### src/circular_fifo_queue_core_macros.svh
// ---------------------------------------------------------------------------
// Assertion macros for the circular FIFO queue core
// Each macro checks a property on the rising clock edge and is switched off
// while reset is low. They expand to nothing in synthesis.
// ---------------------------------------------------------------------------
`ifndef CIRCULAR_FIFO_QUEUE_CORE_MACROS_SVH
`define CIRCULAR_FIFO_QUEUE_CORE_MACROS_SVH

`ifndef SYNTHESIS

// Same-cycle implication
`define CFQ_ASSERT_IMPLIES(label, clk, rst_n, ante, cons) \
    label: assert property (@(posedge clk) disable iff (!(rst_n)) (ante) |-> (cons)) \
        else $error("assertion failed: same-cycle implication");

// Next-cycle implication
`define CFQ_ASSERT_NEXT(label, clk, rst_n, ante, cons) \
    label: assert property (@(posedge clk) disable iff (!(rst_n)) (ante) |=> (cons)) \
        else $error("assertion failed: next-cycle implication");

`else

`define CFQ_ASSERT_IMPLIES(label, clk, rst_n, ante, cons)
`define CFQ_ASSERT_NEXT(label, clk, rst_n, ante, cons)

`endif

`endif

### src/cfq_pkg.sv
// ---------------------------------------------------------------------------
// cfq_pkg
// Widths, operation and status codes and the controller state type of the
// circular FIFO queue core.
// ---------------------------------------------------------------------------
package cfq_pkg;

    // Field widths
    localparam int WORD_W     = 32;
    localparam int MODE_W     = 2;
    localparam int STAT_W     = 2;
    localparam int OCC_W      = 4;
    localparam int OUT_DATA_W = 104;

    // Operation codes carried on the input tuser
    localparam logic [MODE_W-1:0] MODE_PUSH = 2'd0;
    localparam logic [MODE_W-1:0] MODE_POP  = 2'd1;

    // Status codes carried on the output tuser
    localparam logic [STAT_W-1:0] STAT_OK         = 2'd0;
    localparam logic [STAT_W-1:0] STAT_OVERFLOW   = 2'd1;
    localparam logic [STAT_W-1:0] STAT_UNDERFLOW  = 2'd2;
    localparam logic [STAT_W-1:0] STAT_NEVER_USED = 2'd3;

    // Controller states
    typedef enum logic [1:0] {
        ST_IDLE,
        ST_FETCH,
        ST_SEND
    } t_state;

endpackage

### src/cfq_slot_ram.sv
// ---------------------------------------------------------------------------
// cfq_slot_ram
// Slot store of the queue: one write port and one read port, read data
// registered.
// ---------------------------------------------------------------------------
module cfq_slot_ram #(
    parameter int DEPTH = 8,
    parameter int AW    = 3
) (
    input  logic                       i_clk,
    input  logic                       i_wr_en,
    input  logic [AW-1:0]              i_wr_addr,
    input  logic [cfq_pkg::WORD_W-1:0] i_wr_data,
    input  logic                       i_rd_en,
    input  logic [AW-1:0]              i_rd_addr,
    output logic [cfq_pkg::WORD_W-1:0] o_rd_data
);
    import cfq_pkg::*;

    logic [WORD_W-1:0] r_mem [DEPTH];
    logic [WORD_W-1:0] r_rd_data;

    // Write one slot
    always_ff @(posedge i_clk) begin
        if (i_wr_en) begin
            r_mem[i_wr_addr] <= i_wr_data;
        end
    end

    // Read one slot, data registered
    always_ff @(posedge i_clk) begin
        if (i_rd_en) begin
            r_rd_data <= r_mem[i_rd_addr];
        end
    end

    assign o_rd_data = r_rd_data;

endmodule

### src/circular_fifo_queue_core.sv
// The result beat is registered. A push, query or refused pop goes from idle
// straight to send; a pop that leaves words behind passes through fetch, as
// the slot RAM read data is registered (head refetch). A new input beat is
// taken only in idle, once the previous result beat has been sent.
// Reset (synchronous, active low) empties the queue and clears the used flag.
// ---------------------------------------------------------------------------
// circular_fifo_queue_core
// Ring-buffer FIFO of signed words. Each input beat pushes, pops or queries;
// each gives one result beat with status, popped word, head and tail words,
// occupancy and full/empty flags. The oldest and newest words are cached in
// registers; the slot RAM is read only to refill the head after a pop.
// ---------------------------------------------------------------------------
`include "circular_fifo_queue_core_macros.svh"

module circular_fifo_queue_core #(
    parameter int DEPTH = 8
) (
    input  logic                           i_clk,
    input  logic                           i_rst_n,
    // Input stream
    input  logic                           i_s_tvalid,
    output logic                           o_s_tready,
    input  logic [cfq_pkg::WORD_W-1:0]     i_s_tdata,  // [31:0] push_value
    input  logic [cfq_pkg::MODE_W-1:0]     i_s_tuser,  // [1:0] mode
    // Output stream
    output logic                           o_m_tvalid,
    input  logic                           i_m_tready,
    // [31:0] popped_value, [63:32] head_value, [95:64] tail_value,
    // [99:96] occupancy, [100] is_full, [101] is_empty, [103:102] zero
    output logic [cfq_pkg::OUT_DATA_W-1:0] o_m_tdata,
    output logic [cfq_pkg::STAT_W-1:0]     o_m_tuser   // [1:0] status
);
    import cfq_pkg::*;

    localparam int AW = (DEPTH > 1) ? $clog2(DEPTH) : 1;
    localparam int CW = $clog2(DEPTH + 1);

    // Control state
    t_state            r_state,    n_state;
    logic [AW-1:0]     r_head_idx, n_head_idx;
    logic [AW-1:0]     r_tail_idx, n_tail_idx;
    logic [CW-1:0]     r_count,    n_count;
    logic              r_ever,     n_ever;
    // Cached end words
    logic [WORD_W-1:0] r_head_word, n_head_word;
    logic [WORD_W-1:0] r_tail_word, n_tail_word;
    // Result register
    logic [STAT_W-1:0] r_status,   n_status;
    logic [WORD_W-1:0] r_popped,   n_popped;
    logic [WORD_W-1:0] r_out_head, n_out_head;
    logic [WORD_W-1:0] r_out_tail, n_out_tail;
    logic [OCC_W-1:0]  r_out_occ,  n_out_occ;
    logic              r_full,     n_full;
    logic              r_empty,    n_empty;

    // Slot RAM access
    logic              w_wr_en;
    logic [AW-1:0]     w_rd_addr;
    logic              w_rd_en;
    logic [WORD_W-1:0] w_rd_data;

    logic              w_accept;
    logic [AW-1:0]     w_head_inc;
    logic [AW-1:0]     w_tail_inc;

    assign w_accept   = (r_state == ST_IDLE) && i_s_tvalid;
    assign w_head_inc = (r_head_idx == AW'(DEPTH - 1)) ? '0 : r_head_idx + 1'b1;
    assign w_tail_inc = (r_tail_idx == AW'(DEPTH - 1)) ? '0 : r_tail_idx + 1'b1;
    assign w_rd_addr  = w_head_inc;

    cfq_slot_ram #(
        .DEPTH (DEPTH),
        .AW    (AW)
    ) u_slot_ram (
        .i_clk     (i_clk),
        .i_wr_en   (w_wr_en),
        .i_wr_addr (r_tail_idx),
        .i_wr_data (i_s_tdata),
        .i_rd_en   (w_rd_en),
        .i_rd_addr (w_rd_addr),
        .o_rd_data (w_rd_data)
    );

    // Next state: apply the operation, build the result, refetch the head
    always_comb begin
        n_state     = r_state;
        n_head_idx  = r_head_idx;
        n_tail_idx  = r_tail_idx;
        n_count     = r_count;
        n_ever      = r_ever;
        n_head_word = r_head_word;
        n_tail_word = r_tail_word;
        n_status    = r_status;
        n_popped    = r_popped;
        n_out_head  = r_out_head;
        n_out_tail  = r_out_tail;
        n_out_occ   = r_out_occ;
        n_full      = r_full;
        n_empty     = r_empty;
        w_wr_en     = 1'b0;
        w_rd_en     = 1'b0;

        case (r_state)
            ST_IDLE: begin
                if (w_accept) begin
                    n_status = STAT_OK;
                    n_popped = '0;
                    n_state  = ST_SEND;
                    if (i_s_tuser == MODE_PUSH) begin
                        if (r_count == CW'(DEPTH)) begin
                            n_status = STAT_OVERFLOW;
                        end else begin
                            w_wr_en     = 1'b1;
                            n_tail_idx  = w_tail_inc;
                            n_count     = r_count + 1'b1;
                            n_ever      = 1'b1;
                            n_tail_word = i_s_tdata;
                            if (r_count == '0) begin
                                n_head_word = i_s_tdata;
                            end
                        end
                    end else if (i_s_tuser == MODE_POP) begin
                        if (r_count == '0) begin
                            n_status = r_ever ? STAT_UNDERFLOW : STAT_NEVER_USED;
                        end else begin
                            n_popped   = r_head_word;
                            n_head_idx = w_head_inc;
                            n_count    = r_count - 1'b1;
                            // Words remain: fetch the new oldest word
                            if (r_count != CW'(1)) begin
                                w_rd_en = 1'b1;
                                n_state = ST_FETCH;
                            end
                        end
                    end
                    n_out_head = (n_count != '0) ? n_head_word : '0;
                    n_out_tail = (n_count != '0) ? n_tail_word : '0;
                    n_out_occ  = OCC_W'(n_count);
                    n_full     = (n_count == CW'(DEPTH));
                    n_empty    = (n_count == '0);
                end
            end
            ST_FETCH: begin
                // Take the refetched head into the cache and the result
                n_head_word = w_rd_data;
                n_out_head  = w_rd_data;
                n_state     = ST_SEND;
            end
            ST_SEND: begin
                if (i_m_tready) begin
                    n_state = ST_IDLE;
                end
            end
            default: begin
                n_state = ST_IDLE;
            end
        endcase
    end

    // Control registers
    always_ff @(posedge i_clk) begin
        if (!i_rst_n) begin
            r_state    <= ST_IDLE;
            r_head_idx <= '0;
            r_tail_idx <= '0;
            r_count    <= '0;
            r_ever     <= 1'b0;
        end else begin
            r_state    <= n_state;
            r_head_idx <= n_head_idx;
            r_tail_idx <= n_tail_idx;
            r_count    <= n_count;
            r_ever     <= n_ever;
        end
    end

    // Payload registers
    always_ff @(posedge i_clk) begin
        r_head_word <= n_head_word;
        r_tail_word <= n_tail_word;
        r_status    <= n_status;
        r_popped    <= n_popped;
        r_out_head  <= n_out_head;
        r_out_tail  <= n_out_tail;
        r_out_occ   <= n_out_occ;
        r_full      <= n_full;
        r_empty     <= n_empty;
    end

    // Drive the ports
    assign o_s_tready = (r_state == ST_IDLE);
    assign o_m_tvalid = (r_state == ST_SEND);
    assign o_m_tuser  = r_status;
    assign o_m_tdata  = {2'b00, r_empty, r_full, r_out_occ,
                         r_out_tail, r_out_head, r_popped};

    // Checks
    `CFQ_ASSERT_NEXT(a_fetch_to_send, i_clk, i_rst_n, r_state == ST_FETCH, r_state == ST_SEND)
    `CFQ_ASSERT_IMPLIES(a_count_bound, i_clk, i_rst_n, 1'b1, r_count <= CW'(DEPTH))
    `CFQ_ASSERT_IMPLIES(a_flags_excl, i_clk, i_rst_n, o_m_tvalid, !(r_full && r_empty))
    `CFQ_ASSERT_IMPLIES(a_empty_ptrs, i_clk, i_rst_n, r_count == '0, r_head_idx == r_tail_idx)
    `CFQ_ASSERT_IMPLIES(a_used_flag, i_clk, i_rst_n, r_count != '0, r_ever)

endmodule
### config.mk
export PLATFORM = sky130hd
export DESIGN_NAME = circular_fifo_queue_core
export DESIGN_NICKNAME = d
export VERILOG_FILES = /design/src/cfq_pkg.sv /design/src/cfq_slot_ram.sv /design/src/circular_fifo_queue_core.sv
export VERILOG_INCLUDE_DIRS = /design/src /design/src/src
export SDC_FILE = /design/constraint.sdc
export NUM_CORES = 1
export LEC_CHECK = 0
export ABC_AREA = 1
export BUFFER_PORTS_ARGS = -buffer_cell sky130_fd_sc_hd__buf_4
export CAP_MARGIN = 20
export CORE_MARGIN = 2
export CORE_UTILIZATION = 36
export CTS_BUF_LIST = sky130_fd_sc_hd__clkbuf_2 sky130_fd_sc_hd__clkbuf_4 sky130_fd_sc_hd__clkbuf_8
export DETAILED_ROUTE_END_ITERATION = 12
export GPL_ROUTABILITY_DRIVEN = 0
export PLACE_DENSITY = 0.53
export SLEW_MARGIN = 20
export SYNTH_ARGS = -nofsm -noshare
export SYNTH_HDL_FRONTEND = slang
export SYNTH_SLANG_ARGS = --single-unit
### constraint.sdc
create_clock -name i_clk -period 6.65 [get_ports i_clk]
set_clock_uncertainty 0.05 [all_clocks]
set_input_delay 0.665 -clock i_clk [delete_from_list [all_inputs] [get_ports i_clk]]
set_output_delay 0.665 -clock i_clk [all_outputs]
set_load 0.02 [all_outputs]
==> results of run 1 <==
## synth_stat cells (all sizes together)
cell    instances  area share [%]
nand2         124             2.6
inv           122             2.5
conb            1           0.020
dfxtp          13             1.4
clkbuf         65             1.3
nand4           1           0.034
nand3          41             1.2
nor2          314             6.5
edfxtp        456              73
or2            33             1.1
ha              7            0.47
o21ai         236             6.3
buf            19            0.64
xor2            2           0.094
o211ai          1           0.040
a21oi          10            0.27
and2            1           0.034
nor3            4            0.11
a31oi          32             1.1
o22ai          32             1.1
## worst max path at each step
stage	start	to	slack, ns	depth (start not counted)
6_report	r_count[0]	r_out_tail[11]	3.09	12
5_1_grt	r_count[0]	r_out_tail[11]	2.78	12
4_1_cts	r_count[0]	r_out_tail[11]	3.04	12
3_5_place_dp	r_count[0]	r_out_tail[11]	3.05	12
3_3_place_gp	r_count[0]	r_out_tail[11]	3.03	12
2_1_floorplan	r_state[0]	r_state[1]	0.85	4
## cell families (layout without fill, tap and decap cells)
kind of cell,Yosys count,count (layout),share of synthesized area [%]
XOR/XNOR,2,2,0.09378
flip-flops,469,469,74.69
AO/OA/AOI/OAI,311,311,8.774
adder cells (fa/ha/maj),7,7,0.4688
other,1,3,0.02007
AND/OR/NAND/NOR,518,518,11.55
buffers and inverters,206,430,4.400
## area by class of cell
| class | instances | area, sq um |
|---|---|---|
| Fill cell | 4834 | 29200 |
| Tap cell | 680 | 850.8 |
| Clock buffer | 116 | 1415 |
| Clock inverter | 27 | 203.9 |
| Inverter | 122 | 460.4 |
| Timing Repair Buffer | 165 | 1259 |
| Antenna cell | 1 | 2.502 |
| Multi-Input combinational cell | 840 | 3961 |
| Sequential cell | 469 | 13950 |
## power groups by stage
stage / clock network [mW] / registers, mW / logic, mW
6_report: 2.61 / 3.52 / 0.875
4_1_cts: 2.69 / 3.53 / 0.887
3_5_place_dp: 0 / 3.59 / 0.884
3_3_place_gp: 0 / 3.58 / 0.875
2_1_floorplan: 0 / 3.69 / 0.441
5_1_grt: 2.82 / 3.54 / 0.982
## worst max-delay path: cells and delay by family, from the launching register on
| kind | cells | cell delay (ns) |
|---|---|---|
| adder cells (fa/ha/maj) | 1 | 0.30 |
| AND/OR/NAND/NOR | 7 | 1.22 |
| buffers and inverters | 4 | 1.28 |
| flip-flops | 1 | 0.37 |
## per-layer routing
layer	vias to the layer above	share of wire, %	track usage [%]
met1	5839	48	24.81
met2	329	44	25.76
li1	5624	-	-
met3	69	6.1	3.512
met5	-	0	0
met4	0	1.9	5.589
## flip-flops by register name, indices dropped and copies added, names as in the netlist, 2 cells and up
| register | count |
|---|---|
| r_tail_idx | 3 |
| r_out_occ | 4 |
| u_slot_ram.r_mem | 256 |
| r_out_tail | 32 |
| r_state | 2 |
| r_head_word | 32 |
| r_head_idx | 3 |
| r_tail_word | 32 |
| r_count | 4 |
| r_out_head | 32 |
| r_popped | 32 |
| o_m_tuser | 2 |
| u_slot_ram.o_rd_data | 32 |
==> impl_metrics.py, run 1 <==
metrics = {
    "status": {
        "status": "completed",
    },
    "global_routing": {
        "grt.overflow.total": 0,
        "grt_pass1_wl_mm": 70.41,
        "grt_max_degree": 74,
        "grt_pass1_vias": 11750,
        "antenna_found_initial": 2,
        "grt_usage_pct": 17.13,
    },
    "placed_design": {
        "placed_cell_area_sq_um": 20480,
        "dp_slack_ns": 3.049,
        "detailed_place_hpwl_mm": 26.73,
        "io_buffers": 143,
        "numPlacedInstances": 2276,
    },
    "critical_path": {
        "cp_slowest_cell": "inv_2",
        "max_stage_delay_ns": 0.38,
        "r2r_end": "r_out_tail[11]",
        "end_kind": "register",
        "path_common_cell": "buf_4",
        "worst-path-max-fanout": 36,
        "r2r-start": "r_count[0]",
        "crit_chain": "inv_1 -> ha_1 -> nand3_2 -> nand2_4 -> inv_2 -> nand2_1 -> nand2_2 -> nor2_2 -> buf_4 -> and2_1 -> buf_4 -> nor2_1",
        "ff2ff_setup_slack_ns": 3.09,
        "required_ns": 6.95,
        "crit_arrival_ns": 3.87,
        "cp-start-kind": "register",
        "rr_worst_depth": 12,
        "path_class": "reg -> reg",
    },
    "finish": {
        "final_cell_mix": "edfxtp_1, nor2_1, o21ai_0",
        "syn_to_final_growth_pct": 18.33,
        "nets": 1722,
        "final_util_pct": 43.09,
        "drive_above_1_share_pct": 20.64,
        "final_common_cell": "edfxtp_1",
        "final_cells": 2420,
        "final_area_sq_um": 22110,
    },
    "power": {
        "max-vdd-ir-drop_mv": 0.1228,
        "power_mw": 7.010,
        "power_leakage_nw": 8.195,
        "power_switching_mw": 1.778,
        "p_int_mw": 5.232,
        "swShare_pct": 25.36,
        "p_comb_share_pct": 12.5,
        "seqPwrFrac_pct": 50.3,
        "clockPowerShare_pct": 37.2,
        "pwr_density_cell_nw_per_um2": 317.1,
    },
    "timing": {
        "setup_viol": 0,
        "slew_headroom_pct": 34.84,
        "hold_violations": 0,
        "finalCriticalPeriod_ns": 3.563,
        "rsz0062_at_grt": "false",
        "finalCritPeriodShare_pct": 53.59,
        "holdWs_ns": 0.2764,
        "finalWorstSetupSlack_ns": 3.087,
        "worst_slew_pin_slew_ns": 0.9764,
        "slew_viol_final": 0,
        "finalSetupTns_ns": 0,
        "clock.fmax_mhz": 280.6,
    },
    "synthesis": {
        "seq_area_frac_synth_pct": 74.69,
        "synth_area_sq_um": 18680,
        "syn_area_per_cell_sq_um": 12.34,
        "ys_types": 30,
        "synth_cells": 1514,
        "ys_seq_elements": 469,
        "yosys_warnings": 0,
    },
    "floorplanning": {
        "die-height_um": 231.8,
        "start_util_pct": 36.42,
        "die_w_um": 231.8,
        "coreArea_sq_um": 51300,
        "floorplan.rows": 83,
        "dieArea_sq_um": 53730,
        "io_pins": 146,
    },
    "worst_hold_path": {
        "hold_start": "i_s_tdata[20]",
        "min_to": "u_slot_ram.r_mem[6][20]",
        "hold_depth": 1,
        "hold_path_class": "in -> reg",
    },
    "route": {
        "drtPass1Iterations": 5,
        "dr_total_vias": 11860,
        "avgRoutedWirePerCell_um": 19.00,
        "wirelength_mm": 45.98,
        "ant_nets": 0,
        "avgViaCountPerCell": 4.901,
        "drc": 0,
        "drt-initial-drc-count": 809,
    },
    "clocking": {
        "cts_setup_buffers": 0,
        "hold_buffers": 0,
        "clk_pin_slew_ns": 0.06,
        "cts.sinks": 469,
        "cts_tree": "done",
        "htree_levels": 3,
        "cts-buffers-inserted": 79,
        "max-clock-path-buffers": 3,
        "ctsResizeCount": 0,
        "root_buffer": "clkbuf_8",
        "insertion_delay_ns": 0.62,
    },
    "run": {
        "drv_cap": 0,
    },
}
Note: power is estimated with default switching activity, not from simulation.
==> inputs of run 2 (changes only) <==
Settings changed: PLACE_DENSITY 0.53 to 0.55.
Clock period 6.65 ns to 3 ns, I/O delays scaled along.
==> impl_metrics.py, run 2 (synthesis results as in run 1) <==
metrics = {
    "global_routing": {
        "grt.overflow.total": 0,
        "antenna_found_initial": 3,
        "grt_max_degree": 75,
        "grt_pass1_wl_mm": 68.10,
        "grt_usage_pct": 16.57,
        "grt_pass1_vias": 11550,
    },
    "timing": {
        "slew_headroom_pct": 40.77,
        "finalSetupTns_ns": 0,
        "finalCritPeriodShare_pct": 91.23,
        "rsz0062_at_grt": "false",
        "slew_viol_final": 0,
        "worst_slew_pin_slew_ns": 0.8885,
        "clock.fmax_mhz": 365.4,
        "setup_viol": 0,
        "hold_violations": 0,
        "finalCriticalPeriod_ns": 2.737,
    },
    "critical_path": {
        "worst-path-max-fanout": 23,
        "cp-start-kind": "register",
        "ff2ff_setup_slack_ns": 0.26,
        "max_stage_delay_ns": 0.42,
        "crit_family": "simple AND/OR/NAND/NOR gates",
        "path_buf_inv": 4,
        "end_kind": "register",
        "required_ns": 3.28,
        "crit_chain": "inv_1 -> ha_1 -> nand3_2 -> nand2_4 -> nor2_1 -> inv_1 -> nor2_1 -> inv_1 -> nor2_4 -> buf_12",
        "cp_slowest_cell": "dfxtp_1",
        "path_common_cell": "inv_1",
        "crit_arrival_ns": 3.02,
        "path_class": "reg -> reg",
    },
    "finish": {
        "nets": 1770,
        "final_util_pct": 44.17,
        "final_common_cell": "edfxtp_1",
        "syn_to_final_growth_pct": 21.29,
        "final_cell_mix": "edfxtp_1, nor2_1, o21ai_0",
        "final_cells": 2466,
        "drive_above_1_share_pct": 20.39,
        "largest_reg_flops": 256,
        "regMostFlops": "u_slot_ram.r_mem",
        "final_area_sq_um": 22660,
    },
    "status": {
        "status": "completed",
    },
    "route": {
        "dr_total_vias": 11810,
        "avgViaCountPerCell": 4.788,
        "wirelength_mm": 44.36,
        "drc": 0,
        "ant_nets": 0,
        "drtPass1Iterations": 5,
        "drt-initial-drc-count": 960,
        "avgRoutedWirePerCell_um": 17.99,
    },
    "floorplanning": {
        "dieArea_sq_um": 53730,
        "coreArea_sq_um": 51300,
        "io_pins": 146,
        "floorplan.rows": 83,
        "die-height_um": 231.8,
        "start_util_pct": 36.42,
        "die_w_um": 231.8,
    },
    "clocking": {
        "htree_levels": 3,
        "hold_buffers": 36,
        "max-clock-path-buffers": 3,
        "cts_setup_buffers": 0,
        "cts.sinks": 469,
        "insertion_delay_ns": 0.65,
        "cts_tree": "done",
        "root_buffer": "clkbuf_8",
        "cts-buffers-inserted": 79,
        "clk_pin_slew_ns": 0.06,
        "ctsResizeCount": 0,
    },
    "power": {
        "pwr_density_cell_nw_per_um2": 683.8,
        "max-vdd-ir-drop_mv": 0.2904,
        "power_leakage_nw": 8.409,
        "power_mw": 15.49,
    },
    "placed_design": {
        "numPlacedInstances": 2288,
        "placed_cell_area_sq_um": 20750,
        "io_buffers": 143,
        "detailed_place_hpwl_mm": 26.67,
    },
    "run": {
        "drv_cap": 0,
    },
    "worst_hold_path": {
        "hold_path_class": "in -> reg",
    },
}
## run 2: power breakdown
| part | switching [mW] | internal (mW) | leakage, nW |
|---|---|---|---|
| Sequential | 0.119 | 7.69 | 4.33 |
| Clock | 2.55 | 3.08 | 0.817 |
| Combinational | 1.35 | 0.693 | 3.26 |
## run 2: area by class of cell
type / instances / area [sq um]
clock buffers: 106 / 1296
well taps: 680 / 850.8
clock inverters: 35 / 251.5
diodes: 1 / 2.502
inverters: 122 / 461.7
flip-flops and latches: 469 / 13950
multi-input cells: 840 / 4004
repair buffers: 213 / 1839
fillers: 4778 / 28640
## run 2: worst paths after layout
kind | start | to | cells past startpoint
max | r_count[0] | u_slot_ram.r_mem[1][16] | 10
max reg2reg | r_count[0] | u_slot_ram.r_mem[1][16] | 10
min reg2reg | r_ever | r_ever | 2
min | i_s_tvalid | r_out_head[0] | 3
## run 2: worst reg2reg max path, cell delays in order, from the launching register on
cell and delay (ns):
dfxtp_1 0.42, inv_1 0.12, ha_1 0.30, nand3_2 0.13, nand2_4 0.07, nor2_1 0.22, inv_1 0.16, nor2_1 0.18
inv_1 0.20, nor2_4 0.34, buf_12 0.23
## run 2: per-stage QoR
step / hold slack [ns] / setup slack (ns)
final: 0.2142 / 0.2630
after global routing: 0.2260 / 0.03567
after CTS: 0.1451 / 0.2618
after detailed placement: 0.4572 / 0.2889
after global placement: 0.4506 / 0.4362
after floorplan: 0.3489 / -0.3442
## run 2: routing by layer
layer	global-route usage (%)	share of wire, %	wire [um]	vias up
met1	25.50	50	22140	5687
met2	23.04	42	18720	348
met3	3.401	6.3	2787	45
met4	5.649	1.6	723	0
met5	0	0	0	-
li1	-	-	-	5727
==> inputs of run 3 (changes only) <==
Settings changed: CORE_UTILIZATION 36 to 40, PLACE_DENSITY 0.55 to 0.6.
==> impl_metrics.py, run 3 (synthesis results as in run 1) <==
metrics = {
    "route": {
        "drc": 0,
        "avgViaCountPerCell": 5.002,
        "wirelength_mm": 43.77,
        "drtPass1Iterations": 5,
        "drt-initial-drc-count": 929,
        "dr_total_vias": 11880,
        "ant_nets": 0,
        "avgRoutedWirePerCell_um": 18.43,
    },
    "clocking": {
        "cts.sinks": 469,
        "max-clock-path-buffers": 3,
        "cts-buffers-inserted": 76,
        "htree_levels": 3,
        "root_buffer": "clkbuf_8",
        "cts_tree": "done",
        "insertion_delay_ns": 0.62,
        "clk_pin_slew_ns": 0.06,
    },
    "finish": {
        "regMostFlops": "u_slot_ram.r_mem",
        "final_area_sq_um": 22330,
        "final_util_pct": 48.16,
        "n_fill_cell": 4124,
        "multi_input_comb_area_sq_um": 3974,
        "antenna_cells": 0,
        "final_cell_mix": "edfxtp_1, nor2_1, o21ai_0",
        "seqCellArea_sq_um": 13950,
        "final_common_cell": "edfxtp_1",
        "drive_above_1_share_pct": 19.68,
        "syn_to_final_growth_pct": 19.51,
        "largest_reg_flops": 256,
        "nets": 1761,
    },
    "power": {
        "power_mw": 14.96,
        "max-vdd-ir-drop_mv": 0.2780,
        "power_leakage_nw": 8.283,
        "pwr_density_cell_nw_per_um2": 670.0,
    },
    "worst_hold_path": {
        "hold_path_class": "in -> reg",
    },
    "placed_design": {
        "io_buffers": 143,
        "placed_cell_area_sq_um": 20590,
        "detailed_place_hpwl_mm": 25.70,
    },
    "global_routing": {
        "grt_pass1_wl_mm": 66.95,
        "grt.overflow.total": 0,
        "grt_pass1_vias": 11600,
        "grt_max_degree": 118,
        "grt_usage_pct": 18.22,
        "antenna_found_initial": 0,
    },
    "floorplanning": {
        "coreArea_sq_um": 46360,
        "floorplan.rows": 79,
        "io_pins": 146,
        "start_util_pct": 40.30,
        "dieArea_sq_um": 48450,
        "die-height_um": 220.1,
        "die_w_um": 220.1,
    },
    "timing": {
        "slew_headroom_pct": 50.82,
        "finalCritPeriodShare_pct": 87.71,
        "rsz0062_at_grt": "false",
        "slew_viol_final": 0,
        "finalCriticalPeriod_ns": 2.631,
        "worst_slew_pin_slew_ns": 0.7377,
        "finalSetupTns_ns": 0,
        "setup_viol": 0,
        "clock.fmax_mhz": 380.1,
        "holdWs_ns": 0.06000,
        "hold_violations": 0,
    },
    "critical_path": {
        "cp-start-kind": "register",
        "worst-path-max-fanout": 33,
        "max_stage_delay_ns": 0.39,
        "path_buf_inv": 4,
        "path_class": "reg -> reg",
        "crit_family": "simple AND/OR/NAND/NOR gates",
        "crit_chain": "inv_1 -> ha_1 -> nand3_2 -> nand2_4 -> inv_2 -> nand2_1 -> nand2_2 -> nor2_2 -> buf_4 -> nand3_1 -> nand2_1 -> inv_1",
        "crit_arrival_ns": 2.97,
        "required_ns": 3.34,
        "end_kind": "register",
        "cp_slowest_cell": "buf_4",
    },
    "status": {
        "status": "completed",
    },
    "run": {
        "drv_cap": 0,
    },
}
-- run 3: worst reg2reg max path: cells and delay by family, from the launching register on --
family                   cells  cell delay (ns)
adder cells (fa/ha/maj)      1             0.30
AND/OR/NAND/NOR              7             0.90
flip-flops                   1             0.36
buffers and inverters        4             0.79
-- run 3: path summary, 6_finish.rpt --
path / startpoint / to / cells after the start / slack (ns)
setup reg to reg: r_count[0] / r_out_head[19] / 12 / 0.37
hold reg to reg: r_ever / r_ever / 2 / 0.45
setup / recovery: r_count[0] / r_out_head[19] / 12 / 0.37
hold / removal: i_s_tuser[1] / o_m_tuser[1] / 4 / 0.06
-- run 3: power by group --
| group | internal (mW) | leakage, nW | total (mW) | switching, mW |
|---|---|---|---|---|
| Sequential | 7.69 | 4.33 | 7.81 | 0.122 |
| Combinational | 0.679 | 3.22 | 2.01 | 1.33 |
| Clock | 2.70 | 0.728 | 5.14 | 2.43 |
| Total | 11.1 | 8.28 | 15.0 | 3.88 |
-- run 3: repair_timing --
item / in CTS / in global routing
setup buffers: 0 / 0
setup endpoints to repair: 0 / 0
hold endpoints to repair: 264 / 0
gates resized for setup: 0 / 0
hold buffers: 35 / 0
-- run 3: area by class of cell --
class                      count  area share (%)
clock buffer                 102           5.615
clock inverter                28          0.5940
inverter                     122           2.068
multi-input combinational    840           17.80
sequential                   469           62.50
tap                          607           3.402
timing repair buffer         207           8.025
-- run 3: metal layers --
layer  wire, um  GRT usage, %
met1      20740         26.94
met2      18930         26.64
met3       3170         3.575
met4        931         6.823
met5          0             0
-- run 3: through the flow --
stage,setup WS [ns],cells
final,0.3688,2375
after global routing,0.1348,2375
after CTS,0.3740,2375
after detailed placement,0.3883,2210
after global placement,0.5501,2210
after floorplan,-0.3442,1515
